## src/hdl/dmn_pkg.sv

```systemverilog
// Shared types and constants for the division magic number core.
package dmn_pkg;

   // Sequencer states, one-hot coded.
   typedef enum logic [4:0] {
      ST_IDLE   = 5'b00001,
      ST_STRIP  = 5'b00010,
      ST_SCALE  = 5'b00100,
      ST_SEARCH = 5'b01000,
      ST_DONE   = 5'b10000
   } dmn_state_type;

   localparam int unsigned DIV_W   = 32;  // divisor width
   localparam int unsigned ODD_W   = 31;  // odd part width (sign bit is zero when usable)
   localparam int unsigned CNT_W   = 5;   // step counter width
   localparam int unsigned SHIFT_W = 6;   // shift amount width

   // Base exponent is 2^32: 32 doublings of the initial 2^0 / A state.
   localparam logic [CNT_W-1:0] SCALE_LAST = 5'd31;
   // Exponent search stops at 2^62, i.e. 30 steps past 2^32.
   localparam logic [CNT_W-1:0] SEARCH_LAST = 5'd30;
   // 2^(k-31) for k = 32.
   localparam logic [DIV_W-1:0] POW_INIT = 32'd2;

endpackage

```

## src/hdl/division_magic_number_core.sv

```systemverilog
// Signed division by constant: magic multiplier and shift generator.
// An unusable divisor gives the result strobe in the cycle after the start transfer;
// otherwise the sequencer strips trailing zeros, scales to 2^32, searches the exponent
// and then strobes. Scale and search run on one shared doubling/compare/subtract unit.
// busy stays high through the result strobe; the next transfer can start the cycle
// after it, so a new divisor is taken only once the last is done. The receiver cannot stall.
// Reset (synchronous, active high) returns the sequencer to idle, no strobe.
module division_magic_number_core (
   input  logic               clock,
   input  logic               reset,
   input  logic               start,
   output logic               busy,
   input  logic signed [31:0] req_divisor,
   output logic               rsp_valid,
   output logic [31:0]        rsp_multiplier,
   output logic [5:0]         rsp_shift_amount,
   output logic               rsp_invalid
);
   import dmn_pkg::*;

   dmn_state_type state_ff, state_in;

   logic [ODD_W-1:0]   odd_ff,  odd_in;   // divisor, shifted down to its odd part
   logic [CNT_W-1:0]   tz_ff,   tz_in;    // trailing zeros stripped
   logic [CNT_W-1:0]   cnt_ff,  cnt_in;   // step count (scale, then k - 32)
   logic [ODD_W-1:0]   rem_ff,  rem_in;   // 2^k mod A
   logic [DIV_W-1:0]   quo_ff,  quo_in;   // floor(2^k / A), low 32 bits
   logic [DIV_W-1:0]   pow_ff,  pow_in;   // 2^(k-31), one-hot

   logic [DIV_W-1:0]   mult_ff, mult_in;
   logic [SHIFT_W-1:0] shamt_ff, shamt_in;
   logic               inv_ff,  inv_in;

   // Input screening: negative, 0, 1 and powers of two are rejected.
   logic [DIV_W-1:0] div_raw;
   logic [DIV_W-1:0] div_m1;
   logic             div_bad;

   assign div_raw = unsigned'(req_divisor);
   assign div_m1  = div_raw - 32'd1;
   assign div_bad = div_raw[DIV_W-1] | (div_raw <= 32'd1) | ((div_raw & div_m1) == '0);

   // Shared doubling unit: (q, r) for 2^k  ->  (q, r) for 2^(k+1).
   logic [DIV_W-1:0] dbl_rem;
   logic             dbl_ge;
   logic [DIV_W-1:0] dbl_sub;
   logic [ODD_W-1:0] dbl_rem_next;
   logic [DIV_W-1:0] dbl_quo_next;

   assign dbl_rem      = {rem_ff, 1'b0};
   assign dbl_ge       = dbl_rem >= {1'b0, odd_ff};
   assign dbl_sub      = dbl_rem - {1'b0, odd_ff};
   assign dbl_rem_next = dbl_ge ? dbl_sub[ODD_W-1:0] : dbl_rem[ODD_W-1:0];
   assign dbl_quo_next = {quo_ff[DIV_W-2:0], dbl_ge};

   // Stop test: floor(2^k / gap) >= 2^31  <=>  gap <= 2^(k-31), or the last search step.
   logic [ODD_W-1:0] gap;
   logic             found;

   assign gap   = odd_ff - rem_ff;
   assign found = ({1'b0, gap} <= pow_ff) || (cnt_ff == SEARCH_LAST);

   always_comb begin
      state_in = state_ff;
      odd_in   = odd_ff;
      tz_in    = tz_ff;
      cnt_in   = cnt_ff;
      rem_in   = rem_ff;
      quo_in   = quo_ff;
      pow_in   = pow_ff;
      mult_in  = mult_ff;
      shamt_in = shamt_ff;
      inv_in   = inv_ff;

      unique case (state_ff)
         ST_IDLE: begin
            if (start) begin
               odd_in = div_raw[ODD_W-1:0];
               tz_in  = '0;
               if (div_bad) begin
                  mult_in  = '0;
                  shamt_in = '0;
                  inv_in   = 1'b1;
                  state_in = ST_DONE;
               end else begin
                  inv_in   = 1'b0;
                  state_in = ST_STRIP;
               end
            end
         end
         ST_STRIP: begin
            // one trailing zero per cycle
            if (odd_ff[0]) begin
               cnt_in   = '0;
               rem_in   = {{(ODD_W-1){1'b0}}, 1'b1};  // 2^0 mod A, A >= 3
               quo_in   = '0;
               state_in = ST_SCALE;
            end else begin
               odd_in = odd_ff >> 1;
               tz_in  = tz_ff + 5'd1;
            end
         end
         ST_SCALE: begin
            // bit-serial long division of 2^32 by A
            rem_in = dbl_rem_next;
            quo_in = dbl_quo_next;
            cnt_in = cnt_ff + 5'd1;
            if (cnt_ff == SCALE_LAST) begin
               cnt_in   = '0;
               pow_in   = POW_INIT;
               state_in = ST_SEARCH;
            end
         end
         ST_SEARCH: begin
            if (found) begin
               mult_in  = quo_ff + 32'd1;
               shamt_in = {1'b0, tz_ff} + {1'b0, cnt_ff};
               state_in = ST_DONE;
            end else begin
               rem_in = dbl_rem_next;
               quo_in = dbl_quo_next;
               cnt_in = cnt_ff + 5'd1;
               pow_in = pow_ff << 1;
            end
         end
         ST_DONE: begin
            state_in = ST_IDLE;
         end
         default: begin
            state_in = ST_IDLE;
         end
      endcase
   end

   always_ff @(posedge clock) begin
      if (reset) begin
         state_ff <= ST_IDLE;
      end else begin
         state_ff <= state_in;
      end
   end

   // datapath, no reset needed
   always_ff @(posedge clock) begin
      odd_ff   <= odd_in;
      tz_ff    <= tz_in;
      cnt_ff   <= cnt_in;
      rem_ff   <= rem_in;
      quo_ff   <= quo_in;
      pow_ff   <= pow_in;
      mult_ff  <= mult_in;
      shamt_ff <= shamt_in;
      inv_ff   <= inv_in;
   end

   assign busy             = (state_ff != ST_IDLE);
   assign rsp_valid        = (state_ff == ST_DONE);
   assign rsp_multiplier   = mult_ff;
   assign rsp_shift_amount = shamt_ff;
   assign rsp_invalid      = inv_ff;

`ifndef SYNTH
   // Accepted transfer always makes the core busy.
   a_start_busy: assert property (@(posedge clock) disable iff (reset)
      (start && !busy) |=> busy)
      else $error("start transfer did not raise busy");

   // Result strobe lasts one cycle and the core then goes idle.
   a_done_idle: assert property (@(posedge clock) disable iff (reset)
      rsp_valid |=> (!busy && !rsp_valid))
      else $error("result strobe not followed by idle");

   // Rejected divisor gives zero fields.
   a_invalid_zero: assert property (@(posedge clock) disable iff (reset)
      (rsp_valid && rsp_invalid) |-> (rsp_multiplier == '0 && rsp_shift_amount == '0))
      else $error("invalid result with nonzero fields");

   // Remainder stays below the odd divisor while dividing.
   a_rem_range: assert property (@(posedge clock) disable iff (reset)
      (state_ff == ST_SCALE || state_ff == ST_SEARCH) |-> (odd_ff[0] && rem_ff < odd_ff))
      else $error("remainder out of range or divisor not odd");

   // Search step tracks a single power of two.
   a_pow_onehot: assert property (@(posedge clock) disable iff (reset)
      (state_ff == ST_SEARCH) |-> $onehot(pow_ff))
      else $error("search bound not a power of two");
`endif

endmodule

```

## config.mk

```make
export PLATFORM = sky130hd
export DESIGN_NAME = division_magic_number_core
export DESIGN_NICKNAME = d
export VERILOG_FILES = /design/src/hdl/dmn_pkg.sv /design/src/hdl/division_magic_number_core.sv
export SDC_FILE = /design/constraint.sdc
export NUM_CORES = 1
export LEC_CHECK = 0
export BUFFER_PORTS_ARGS = -buffer_cell sky130_fd_sc_hd__buf_4
export CORE_MARGIN = 8
export CORE_UTILIZATION = 38
export CTS_BUF_LIST = sky130_fd_sc_hd__clkbuf_8
export CTS_CLUSTER_SIZE = 10
export DETAILED_ROUTE_END_ITERATION = 8
export GPL_TIMING_DRIVEN = 0
export PLACE_DENSITY = 0.68
export SYNTH_ARGS = -nofsm -noshare
export SYNTH_HDL_FRONTEND = slang
export SYNTH_SLANG_ARGS = --single-unit
```

## constraint.sdc

```tcl
create_clock -name clock -period 7.57 [get_ports clock]
set_clock_uncertainty 0.2 [all_clocks]
set_input_delay 0.3785 -clock clock [delete_from_list [all_inputs] [get_ports clock]]
set_output_delay 0.3785 -clock clock [all_outputs]
set_load 0.02 [all_outputs]
```

==> results by group, run 1 <==
Detailed routing
  – DRT iter0 DRCs: 558
  – Routed WL: 29,900 um
  – Vias: 9,477
  – Final ANT Viol Nets: 0
  – Avg Vias per Cell: 5.33
  – Drt wl/cell: 16.8 um
  – DRC violations left: 0
  – First drt pass iteration count: 5

CTS
  – Clock buffer count from CTS: 17
  – CTS root buffer: clkbuf_8
  – Clk buf depth: 2
  – Clk slew on worst S/H paths: 0.10 ns
  – H-tree depth: 4
  – Clock Latency Late Sink: 0.49 ns
  – Clk sinks: 179
  – CTS tree: yes

Yosys
  – Synth Area in Compound Gates: 15.3%
  – Ys async rst share: 0%
  – Distinct cell type count after synthesis: 65
  – Yosys top cell area share: 43.5%
  – Top FF cell, synth: edfxtp_1
  – Post-synth EDFFs: 174
  – Post-synthesis mux area share: 1.60%
  – Synth Area in Simple Gates: 16.4%
  – Post-synthesis sequential area ratio: 44.4%
  – Post-Synth Adder-Cell Area: 11.2%
  – Largest family of logic cells by synthesized area: simple AND/OR/NAND/NOR gates
  – Synth warnings: 0
  – Synth Instances: 1,229
  – Top cell type by total area after synthesis: edfxtp_1
  – Syn Nets: 1,368
  – Post-synthesis register bit count: 179
  – Mapped Avg Cell Area: 9.76 sq um
  – Ranking of synthesized cells by area: edfxtp_1 (44%), ha_1 (11%), nor2_1 (4.3%), inv_1 (3.6%), xor2_1 (3.4%)
  – Post-Synth XOR/XNOR Area: 6.28%
  – Netlist Area Pre-Place: 12,000 sq um

Worst setup path
  – Reg2reg path depth: 23
  – Largest stage delay, worst path: 0.49 ns
  – Critical setup path kind: register to register
  – CP Launch Type: register
  – Buf/Inv on CP: 4
  – CP Cell Sequence: clkbuf_2, clkbuf_2, inv_1, ha_1, fa_1, nor2b_1, o21ai_0, a21o_1, a31oi_1, o21ai_0, o211ai_1, o211ai_1, o21a_1, o31ai_1, xnor2_1, ha_1, nand4b_1, nor4_1, a211oi_1, a211oi_1, nor2_1, nor3_4, buf_6
  – CP Launch Point: odd_ff[0]
  – RR Endpoint: pow_ff[8]
  – Critical Path End Type: register
  – CP top delay family: compound AO/OA/AOI/OAI gates
  – Largest fanout on the critical path: 13
  – Slowest-stage cell, CP: a211oi_1
  – Reg2reg start: odd_ff[0]
  – Crit path DAT: 7.00 ns
  – R2R setup slack: 0.56 ns
  – Worst path required time: 7.56 ns

Power
  – Seq pwr share: 49.7%
  – Final Power: 2.30 mW
  – LEAKAGE: 5.67 nW
  – Pint: 1.60 mW
  – Sw Ratio: 30.4%
  – Maximum ir drop on the vdd rail: 0.000116 V
  – Switching power: 0.698 mW
  – PwrDens: 165 nW/um^2
  – Clock network fraction of total power: 28.5%
  – Combinational share of power: 21.7%

STA
  – Fmax: 143 MHz
  – WHS: 0.0312 ns
  – Rel. slew slack: 24.9%
  – Setup-failing EPs final: 0
  – Tightest Pin Transition: 1.13 ns
  – Period minus WS final: 7.01 ns
  – Setup TNS: 0 ns
  – Unrepaired setup endpoints after global routing: false
  – Pins over their slew limit: 0
  – Final setup margin: 0.555 ns
  – Fin. Hold Viols: 0
  – Tcrit/Tclk final: 92.7%

Global routing
  – GR Util All Layers: 15.9%
  – Grt ovf: 0
  – Global Route met1 Usage: 20.7%
  – First-pass GRT wire length: 48,500 um
  – Most used routing layer: met2
  – Number of global-route vias before repair: 9,347
  – GRT met2 Usage: 26.2%
  – GR Util met3: 3.28%
  – Initial antenna violation count: 0
  – Largest net degree at the start of global routing: 31

Floorplanning
  – DIE AREA: 37,500 sq um
  – Initial Util: 38.3%
  – Die W: 194 um
  – Rows: 65
  – Core ar.: 31,300 sq um
  – Die H: 194 um
  – # IOs: 76

Run status
  – Outcome: finished, final reports clean

Finish
  – Fraction of layout cells with a size suffix above 1: 10.3%
  – # fillers: 2,910
  – Multi-input logic area: 6140 sq um
  – Post-Route Utilization: 44.5%
  – Final-stage net count: 1,502
  – Diodes inserted: 0
  – Storage cell area: 5330 sq um
  – Area Growth Syn to Fin: 16.0%

Min path
  – Worst Hold End: odd_ff[9]
  – Hold path depth: 3
  – Hold wc startpoint: req_divisor[9]
  – Hold/Removal Path Class: input port to register

Placement
  – Port-buffer cells: 75
  – Pre-CTS setup slack: -0.257 ns
  – RePlAce Congestion: 0.918
  – DP HPWL: 22,900 um

Flow run
  – Maxcap violations: 0
==> stage by stage <==
stage | cells | cell area (sq um)
2_1_floorplan | 1229 | 12000
3_3_place_gp | 1706 | 13100
3_5_place_dp | 1712 | 13200
4_1_cts | 1771 | 13900
5_1_grt | 1778 | 13900
6_report | 1778 | 13900
==> kinds of logic after synthesis <==
| group | after synthesis |
|---|---|
| simple gates | 402 |
| compound gates | 285 |
| flops | 179 |
| buf+inv | 152 |
| fa+ha+maj | 106 |
| xor+xnor | 86 |
| mux | 19 |
==> cells in the final DEF, fill, tap and decap left out, types with 16 or more instances in the layout <==
master / n
a21oi_1: 80
a21o_1: 39
clkbuf_1: 30
dlygate4sd3_1: 26
inv_1: 117
nor3_1: 16
o31ai_1: 35
edfxtp_1: 174
nand3_1: 30
nand4_1: 26
and2_1: 38
o21ai_0: 45
xor2_1: 46
nand2_1: 82
nor2_1: 138
xnor2_1: 40
clkbuf_8: 18
buf_4: 82
mux2i_1: 18
ha_1: 101
==> power by group through the flow <==
stage,sequential [mW],combinational [mW],clock [mW]
after floorplan,1.17,0.333,0
after global placement,1.17,0.461,0
after detailed placement,1.17,0.481,0
after CTS,1.14,0.496,0.670
after global routing,1.15,0.559,0.704
final,1.14,0.500,0.656
==> timing repair <==
item	in CTS	in global routing
pin swaps	1	2
cloned	1	0
resized for setup	2	2
hold buffers	26	0
setup buffers	0	7
endpoints found under the hold margin	28	0
endpoints found under the setup margin	99	99
==> registers in the layout, indices dropped and copies added (netlist names) <==
name              count
rsp_shift_amount      6
rsp_invalid           1
state_ff              5
quo_ff               32
rsp_multiplier       32
rem_ff               31
odd_ff               31
cnt_ff                5
pow_ff               31
tz_ff                 5
==> cell usage after synthesis, drive strengths merged (33+ instances only) <==
cell	number
clkbuf	33
nand2	82
nor2	139
xor2	46
edfxtp	174
a21oi	80
and2	38
inv	116
xnor2	40
a21o	39
o21ai	48
ha	101
o31ai	35
==> final cells by class <==
| type | instances | share of cell area [%] |
|---|---|---|
| inverters | 118 | 3.18 |
| well taps | 402 | 3.61 |
| multi-input cells | 899 | 44.1 |
| plain buffers | 34 | 1.02 |
| clock inverters | 15 | 1.05 |
| repair buffers | 114 | 7.08 |
| clock buffers | 17 | 1.68 |
| flip-flops and latches | 179 | 38.3 |
==> per-layer routing <==
metal,part of all wire (%),vias up
li1,-,4704
met1,46,4476
met2,46,263
met3,6.3,34
met4,1.7,0
met5,0,-
==> how the worst max path moves through the flow <==
stage                       to  slack (ns)  cells past startpoint
finish               pow_ff[8]        0.56                     23
global placement     pow_ff[5]       -1.99                     22
floorplan           pow_ff[10]        0.14                     22
detailed placement   rem_ff[8]       -0.26                     23
global route        pow_ff[13]        0.10                     23
CTS                 rem_ff[13]         0.1                     23
==> worst min-delay path, stage by stage <==
cell and delay, ns:
buf_4 0.12, nand2_1 0.05, o31ai_1 0.05
(Power assumes the default switching activity.)
==> run 2: changes to the inputs <==
- CELL_PAD_IN_SITES_DETAIL_PLACEMENT: unset -> 1
- CELL_PAD_IN_SITES_GLOBAL_PLACEMENT: unset -> 2
- CORE_UTILIZATION: 38 -> 37
- PLACE_DENSITY: 0.68 -> 0.91
==> results by group, run 2 (same netlist as run 1, synthesis figures left out) <==
Power
  – Maximum ir drop on the vdd rail: 0.000116 V (about the same)
  – LEAKAGE: 5.62 nW (was 5.67 nW)
  – Final Power: 2.34 mW (was 2.30 mW)
  – PwrDens: 169 nW/um^2 (was 165 nW/um^2)

STA
  – Tightest Pin Transition: 1.01 ns (was 1.13 ns)
  – Period minus WS final: 6.95 ns (was 7.01 ns)
  – Setup TNS: 0 ns (unchanged)
  – Final setup margin: 0.617 ns (was 0.555 ns)
  – Fin. Hold Viols: 0 (unchanged)
  – Fmax: 144 MHz (was 143 MHz)
  – Pins over their slew limit: 0 (unchanged)
  – Rel. slew slack: 33.0% (was 24.9%)
  – Tcrit/Tclk final: 91.8% (was 92.7%)
  – Unrepaired setup endpoints after global routing: false (unchanged)
  – Setup-failing EPs final: 0 (unchanged)
  – WHS: 0.0458 ns (was 0.0312 ns)

Floorplanning
  – Die H: 196 um (was 194 um)
  – # IOs: 76 (unchanged)
  – Die W: 196 um (was 194 um)
  – DIE AREA: 38,400 sq um (was 37,500 sq um)
  – Initial Util: 37.3% (was 38.3%)
  – Core ar.: 32,200 sq um (was 31,300 sq um)
  – Rows: 66 (was 65)

Detailed routing
  – Avg Vias per Cell: 5.42 (was 5.33)
  – DRT iter0 DRCs: 549 (was 558)
  – Routed WL: 33,900 um (was 29,900 um)
  – DRC violations left: 0 (unchanged)
  – Final ANT Viol Nets: 0 (unchanged)
  – First drt pass iteration count: 4 (was 5)
  – Drt wl/cell: 19.2 um (was 16.8 um)
  – Vias: 9,592 (was 9,477)

Finish
  – Commonest cells after routing, fill and taps aside: edfxtp_1 (174), nor2_1 (138), inv_1 (116), ha_1 (101), nand2_1 (82) (was edfxtp_1 (174), nor2_1 (138), inv_1 (117), ha_1 (101))
  – Post-route insts no fill: 1,770 (was 1,778)
  – # fillers: 3,706 (was 2,910)
  – Post-Route Utilization: 43.0% (was 44.5%)
  – Post-route cell area: 13,800 sq um (was 13,900 sq um)
  – Final-stage net count: 1,488 (was 1,502)
  – Fraction of layout cells with a size suffix above 1: 10.1% (was 10.3%)
  – Commonest non-fill, non-tap cell in the layout: edfxtp_1 (unchanged)
  – Storage cell area: 5330 sq um (unchanged)
  – Diodes inserted: 0 (unchanged)
  – Area Growth Syn to Fin: 15.3% (was 16.0%)
  – Multi-input logic area: 6130 sq um (was 6140 sq um)

Placement
  – RePlAce Congestion: 0.908 (was 0.918)
  – Placed cells: 1,718 (was 1,712)
  – DP Area: 13,200 sq um (about the same)
  – Port-buffer cells: 75 (unchanged)
  – DP HPWL: 26,800 um (was 22,900 um)
  – Pre-CTS setup slack: -0.707 ns (was -0.257 ns)

Worst setup path
  – Largest fanout on the critical path: 36 (was 13)
  – Crit path DAT: 6.94 ns (was 7.00 ns)
  – Critical Path End Type: register (unchanged)
  – CP Cell Sequence: clkbuf_2, inv_1, ha_1, fa_1, nor2b_1, o21ai_0, a21o_1, a31oi_1, o21ai_0, o211ai_1, o211ai_1, o21a_1, o31ai_1, xnor2_1, ha_1, nand4b_1, nor4_1, a211oi_1, a211oi_1, nor2_1, nor2_4, buf_12 (was clkbuf_2, clkbuf_2, inv_1, ha_1, fa_1, nor2b_1, o21ai_0, a21o_1, a31oi_1, o21ai_0, o211ai_1, o211ai_1, o21a_1, o31ai_1, xnor2_1, ha_1, nand4b_1, nor4_1, a211oi_1, a211oi_1, nor2_1, nor3_4, buf_6)
  – Largest stage delay, worst path: 0.46 ns (was 0.49 ns)
  – Worst path required time: 7.56 ns (about the same)
  – CP Launch Type: register (unchanged)
  – Slowest-stage cell, CP: a211oi_1 (unchanged)
  – Critical setup path kind: register to register (unchanged)

CTS
  – Clk slew on worst S/H paths: 0.12 ns (was 0.10 ns)
  – H-tree depth: 4 (unchanged)
  – Clock Latency Late Sink: 0.49 ns (about the same)
  – Clk sinks: 179 (unchanged)
  – Clock buffer count from CTS: 17 (unchanged)
  – CTS tree: yes (unchanged)
  – Clk buf depth: 2 (unchanged)
  – CTS root buffer: clkbuf_8 (unchanged)

Global routing
  – Initial antenna violation count: 0 (unchanged)
  – Grt ovf: 0 (unchanged)
  – Largest net degree at the start of global routing: 37 (was 31)
  – First-pass GRT wire length: 54,100 um (was 48,500 um)
  – Number of global-route vias before repair: 10.2k (was 9,347)
  – GR Util All Layers: 17.6% (was 15.9%)

Run status
  – Outcome: finished, final reports clean (unchanged)

Flow run
  – Maxcap violations: 0 (unchanged)

Min path
  – Hold/Removal Path Class: input port to register (unchanged)
## run 2: cell types whose count changed in the layout (fill, tap and decap cells not counted), sizes merged, moves of 2 or more
| cell | delta |
|---|---|
| clkinv | +8 |
| dlygate4sd3 | -9 |
| buf | -3 |
| clkinvlp | -2 |
| inv | -5 |
## run 2: timing repair
action / in CTS / in global routing
buffers inserted: 0 / 4
endpoints found under the setup margin: 90 / 90
endpoints found under the hold margin: 19 / 0
pin swaps: 0 / 1
hold buffers: 17 / 0
gates cloned: 0 / 0
gates resized for setup: 2 / 0
## run 2: power breakdown
group          internal, mW  total, mW  switching (mW)
Clock                 0.252      0.686           0.434
Combinational         0.213      0.516           0.303
Sequential             1.12       1.14          0.0238
## run 2: critical path: cells and delay by family (launching register included)
family / cells / cell delay (ns)
and+or+nand+nor: 5 / 1.48
buffers and inverters: 3 / 0.79
AOI/OAI and AO/OA: 10 / 2.58
adders and majority gates: 3 / 0.99
DFF: 1 / 0.44
xor gates and xnor gates: 1 / 0.14
## run 2: path summary, 6_finish.rpt
kind	startpoint	endpoint	cells past startpoint	slack (ns)
hold / removal	req_divisor[20]	odd_ff[20]	3	0.05
hold reg to reg	pow_ff[28]	pow_ff[29]	2	0.39
setup / recovery	odd_ff[0]	quo_ff[1]	22	0.62
setup reg to reg	odd_ff[0]	quo_ff[1]	22	0.62
## run 2: final cells by class
type	instances	share of cell area, %
multi-input combinational	898	44.3
inverter	118	3.20
sequential	179	38.5
buffer	33	0.986
clock inverter	15	1.33
clock buffer	17	1.69
timing repair buffer	102	6.28
tap	408	3.69
## run 2: routing by layer
metal | part of all wire, % | track usage (%) | up-vias
li1 | - | - | 4679
met1 | 45 | 21.9 | 4711
met2 | 49 | 30.9 | 161
met3 | 3.3 | 2.93 | 41
met4 | 2.2 | 5.67 | 0
met5 | 0 | 0 | -
